$ cat config.mk
export PLATFORM = sky130hd
export DESIGN_NAME = vdt_cell
export DESIGN_NICKNAME = d
export VERILOG_FILES = /design/src/rtl/vdt_pkg.sv /design/src/rtl/vdt_cell.sv
export SDC_FILE = /design/constraint.sdc
export NUM_CORES = 1
export LEC_CHECK = 0
export ABC_AREA = 1
export BUFFER_PORTS_ARGS = -buffer_cell sky130_fd_sc_hd__buf_2
export CAP_MARGIN = 40
export CORE_MARGIN = 10
export CORE_UTILIZATION = 56
export CTS_CLUSTER_DIAMETER = 40
export DETAILED_ROUTE_END_ITERATION = 8
export GPL_TIMING_DRIVEN = 0
export PLACE_DENSITY = 0.77
export SYNTH_ARGS = -nofsm -noshare
export SYNTH_HDL_FRONTEND = slang
export SYNTH_SLANG_ARGS = --single-unit
$ cat constraint.sdc
create_clock -name clk -period 6 [get_ports clk]
set_input_delay 0.3 -clock clk [delete_from_list [all_inputs] [get_ports clk]]
set_output_delay 0.3 -clock clk [all_outputs]
set_load 0.01 [all_outputs]
$ cat src/rtl/vdt_pkg.sv
package vdt_pkg;

	// Number of table entries; one cell per entry.
	localparam int CAPACITY = 256;
	localparam int IDX_W    = (CAPACITY > 1) ? $clog2(CAPACITY) : 1;
	localparam int CNT_W    = $clog2(CAPACITY + 1);

	// Match bits are folded in groups before the final OR.
	localparam int GRP_SIZE = 16;
	localparam int NUM_GRP  = (CAPACITY + GRP_SIZE - 1) / GRP_SIZE;

	localparam logic [31:0] MAG_MASK     = 32'h7FFF_FFFF;
	localparam logic [31:0] EXP_ALL_ONES = 32'h7F80_0000;

	typedef struct packed {
		logic [31:0] x;
		logic [31:0] y;
		logic [31:0] z;
	} pos_t;

	// Control broadcast from the sequencer to every cell.
	typedef struct packed {
		logic clear;
		logic insert;
	} cell_ctl_t;

	function automatic logic is_nan(input logic [31:0] b);
		return (b & MAG_MASK) > EXP_ALL_ONES;
	endfunction

	// Float equality: NaN never matches, and +0 matches -0.
	function automatic logic comp_eq(input logic [31:0] a, input logic [31:0] b);
		logic zero_pair;
		zero_pair = ((a & MAG_MASK) == 32'd0) && ((b & MAG_MASK) == 32'd0);
		return !is_nan(a) && !is_nan(b) && (zero_pair || (a == b));
	endfunction

	function automatic logic pos_eq(input pos_t a, input pos_t b);
		return comp_eq(a.x, b.x) && comp_eq(a.y, b.y) && comp_eq(a.z, b.z);
	endfunction

endpackage

$ cat src/rtl/vdt_cell.sv
// One table entry. The cell fills only when its left neighbor is already
// filled, so the filled cells always form a prefix of the chain.
module vdt_cell
	import vdt_pkg::*;
(
	input  logic      clk,
	input  logic      arst_n,
	input  cell_ctl_t ctl,
	input  pos_t      key,
	input  logic      prev_valid,
	output logic      valid,
	output logic      match_s1
);

	pos_t entry_q;
	logic valid_q;
	logic wr_en;

	assign wr_en = ctl.insert && prev_valid && !valid_q;
	assign valid = valid_q;

	always_ff @(posedge clk) begin
		if (wr_en) begin
			entry_q <= key;
		end
	end

	always_ff @(posedge clk or negedge arst_n) begin
		if (!arst_n) begin
			valid_q  <= 1'b0;
			match_s1 <= 1'b0;
		end else begin
			if (ctl.clear) begin
				valid_q <= 1'b0;
			end else if (wr_en) begin
				valid_q <= 1'b1;
			end
			match_s1 <= valid_q && pos_eq(entry_q, key);
		end
	end

endmodule

==> results.tsv <==
metric	value	unit
Area Growth Syn to Fin	17.23	%
Net Sw Power	0.3500	mW
I/O Buffers	102	
final worst-path setup slack	4211	ps
largest family of logic cells by synthesized area	simple AND/OR/NAND/NOR gates	
row cnt	35	
Via Count	4251	
PD cells	220.3	nW/µm²
post-DP HPWL	9.803	mm
combinational power share	0.129	
clock share of power	0.280	
Hold Path Depth	2	
grt total ovfl	0	
full die area	13730	µm²
status	finished clean	
commonest non-fill, non-tap cell in the layout	nand2_1	
Slew Viols, Final	0	
CTS tree	done	
Cell Count Post-Placement	816	
GP Congestion	0.8963	
worst relative slew slack	0.5144	
clk slew on worst S/H paths	90	ps
clk_lat worst skew	360	ps
layout net count	818	
Tot GR Track Use	0.1805	
Antenna diodes	0	
register area share after synthesis	0.5547	
layout cells sized above 1	0.1759	
initial DRC count	232	
Setup crit start kind	flip-flop	
Routed Antenna Nets	0	
R2R depth	3	
clock tree buffer depth	2	
XOR/XNOR Fraction of Synth Area	0.1159	
type of the tightest min-delay check	input port to flip-flop	
Place WS	4156	ps
clock root buffer	clkbuf_8	
Power Internal	1.016	mW
Post-Synth Adder-Cell Area	0	
hold wc startpoint	ctl[1]	
max-cap violation count	0	
Hold EP	valid	
peak supply drop	0.1323	mV
Final min period	1789	ps
Design Power	1.366	mW
Leak	2.525	nW
Syn Area/Cell	8.813	µm²
worst reg2reg setup slack	4210	ps
instance count of the mapped netlist	600	
drt first pass iters	5	
Core ar.	9196	µm²
Layout Skew	14.52	ps
vias in the first global route	4306	
Synth Area in Simple Gates	0.2771	
CP arrival	1860	ps
WHS	91.57	ps
pin count of the biggest net entering global routing	32	
library cells used by synthesis	21	
Die Span X	117.2	µm
Worst Setup Path Type	flip-flop to flip-flop	
non-filler cells, final	833	
cell area after layout	6198	µm²
post-synthesis cell area	5288	µm²
Die H	117.2	µm
post-CTS setup buffers	0	
final setup vio count	0	
Worst setup EP type	flip-flop	
clk sinks	98	
# fillers	750	
Placed Area	6020	µm²
total CTS buffers	9	
fin crit share	0.2982	
Critical Path Fanout Max	25	
switching share of power	0.2563	
DRC viols	0	
mux cell area share after synthesis	0	
post_cts resized	0	
Synth Register Bits	98	
Syn Nets	701	
register share of total power	0.591	
io pins	103	
yosys warns	0	
reg2reg end	entry_q[21]	
Slew @ Worst Pin	726.7	ps
Synth Area in Compound Gates	0.004733	
Vias/cell	5.103	
Initial Util	0.5750	
first-pass GRT wire length	19.60	mm
unrepaired setup endpoints after global routing	false	
# H-tree levels	3	
R2R Path Start	valid	
Worst EP required	6070	ps
fmax	558.9	MHz
Final Hold Viols	0	
hold_buf cts	1	
routed length per instance	14.54	µm
initial antenna violation count	0	
most frequent cells in the layout	nand2_1 (174), nor2_1 (127), buf_2 (102), edfxtp_1 (96), xnor2_1 (70)	
Routed WL	12.11	mm
## worst max path at each step
| stage | from | to | slack (ps) | cells after the start |
|---|---|---|---|---|
| finish | valid | entry_q[21] | 4210 | 3 |
| global route | valid | entry_q[90] | 4080 | 3 |
| CTS | valid | entry_q[60] | 4170 | 3 |
| detailed placement | ctl[0] | entry_q[16] | 4160 | 5 |
| global placement | ctl[0] | entry_q[20] | -460 | 3 |
| floorplan | valid | entry_q[0] | 990 | 1 |
## flip-flops by register name (all words and copies together), names as in the netlist
signal and count:
entry_q 96, match_s1 1, valid 1
## worst max-delay path, cell delays in order, from the launching register on
cell     delay, ps
dfrtp_1        440
nor2_4         600
buf_16         250
buf_16         200
## cell families after synthesis
kind of cell | after synthesis
XOR/XNOR | 70
buffers and inverters | 67
flip-flops | 98
AND/OR/NAND/NOR | 360
AO/OA/AOI/OAI | 5
## cells in the mapped netlist
master | number | area (µm²)
nor3b_1 | 1 | 7.510
inv_1 | 63 | 236.5
nand4_1 | 15 | 93.84
nor2_1 | 128 | 480.5
o21ai_1 | 3 | 15.01
nor2_2 | 2 | 12.51
nor4_1 | 4 | 25.02
nand2_1 | 174 | 653.1
or2_1 | 1 | 6.260
and3_1 | 1 | 6.260
xnor2_1 | 70 | 613.1
nand3b_1 | 1 | 7.510
o21ai_0 | 1 | 5.000
dfrtp_1 | 2 | 50.05
nor3_2 | 1 | 10.01
nor3_1 | 3 | 15.01
edfxtp_1 | 96 | 2883
nand3_1 | 27 | 135.1
inv_2 | 4 | 15.01
or2_0 | 2 | 12.51
a21oi_1 | 1 | 5.000
## final cells by class
cell class | count | area, µm² | share of cell area
clock buffers | 9 | 123.9 | 0.01998
clock inverters | 7 | 45.04 | 0.007267
inverters | 67 | 251.5 | 0.04057
multi-input cells | 435 | 2111 | 0.3405
flip-flops and latches | 98 | 2933 | 0.4732
well taps | 111 | 138.9 | 0.02241
repair buffers | 106 | 595.6 | 0.09608
## per-layer routing
layer	GRT usage	vias to the layer above	wire, µm
li1	-	2157	-
met4	0.06343	0	177
met1	0.2254	1936	5106
met5	0	-	0
met2	0.3043	140	6045
met3	0.03670	18	784
## stage by stage
step           utilization  TNS (ps)
2_1_floorplan            -         0
3_3_place_gp        0.6456    -44190
3_5_place_dp        0.6546         0
4_1_cts             0.6740         0
5_1_grt             0.6740         0
6_report            0.6740         0
## power by group through the flow
stage | clock (mW) | sequential [mW] | combinational (mW)
6_report | 0.383 | 0.807 | 0.177
5_1_grt | 0.415 | 0.810 | 0.198
3_3_place_gp | 0 | 0.826 | 0.161
3_5_place_dp | 0 | 0.822 | 0.176
2_1_floorplan | 0 | 0.822 | 0.0943
4_1_cts | 0.391 | 0.807 | 0.178
No activity file was read; power rests on OpenSTA's default activity.
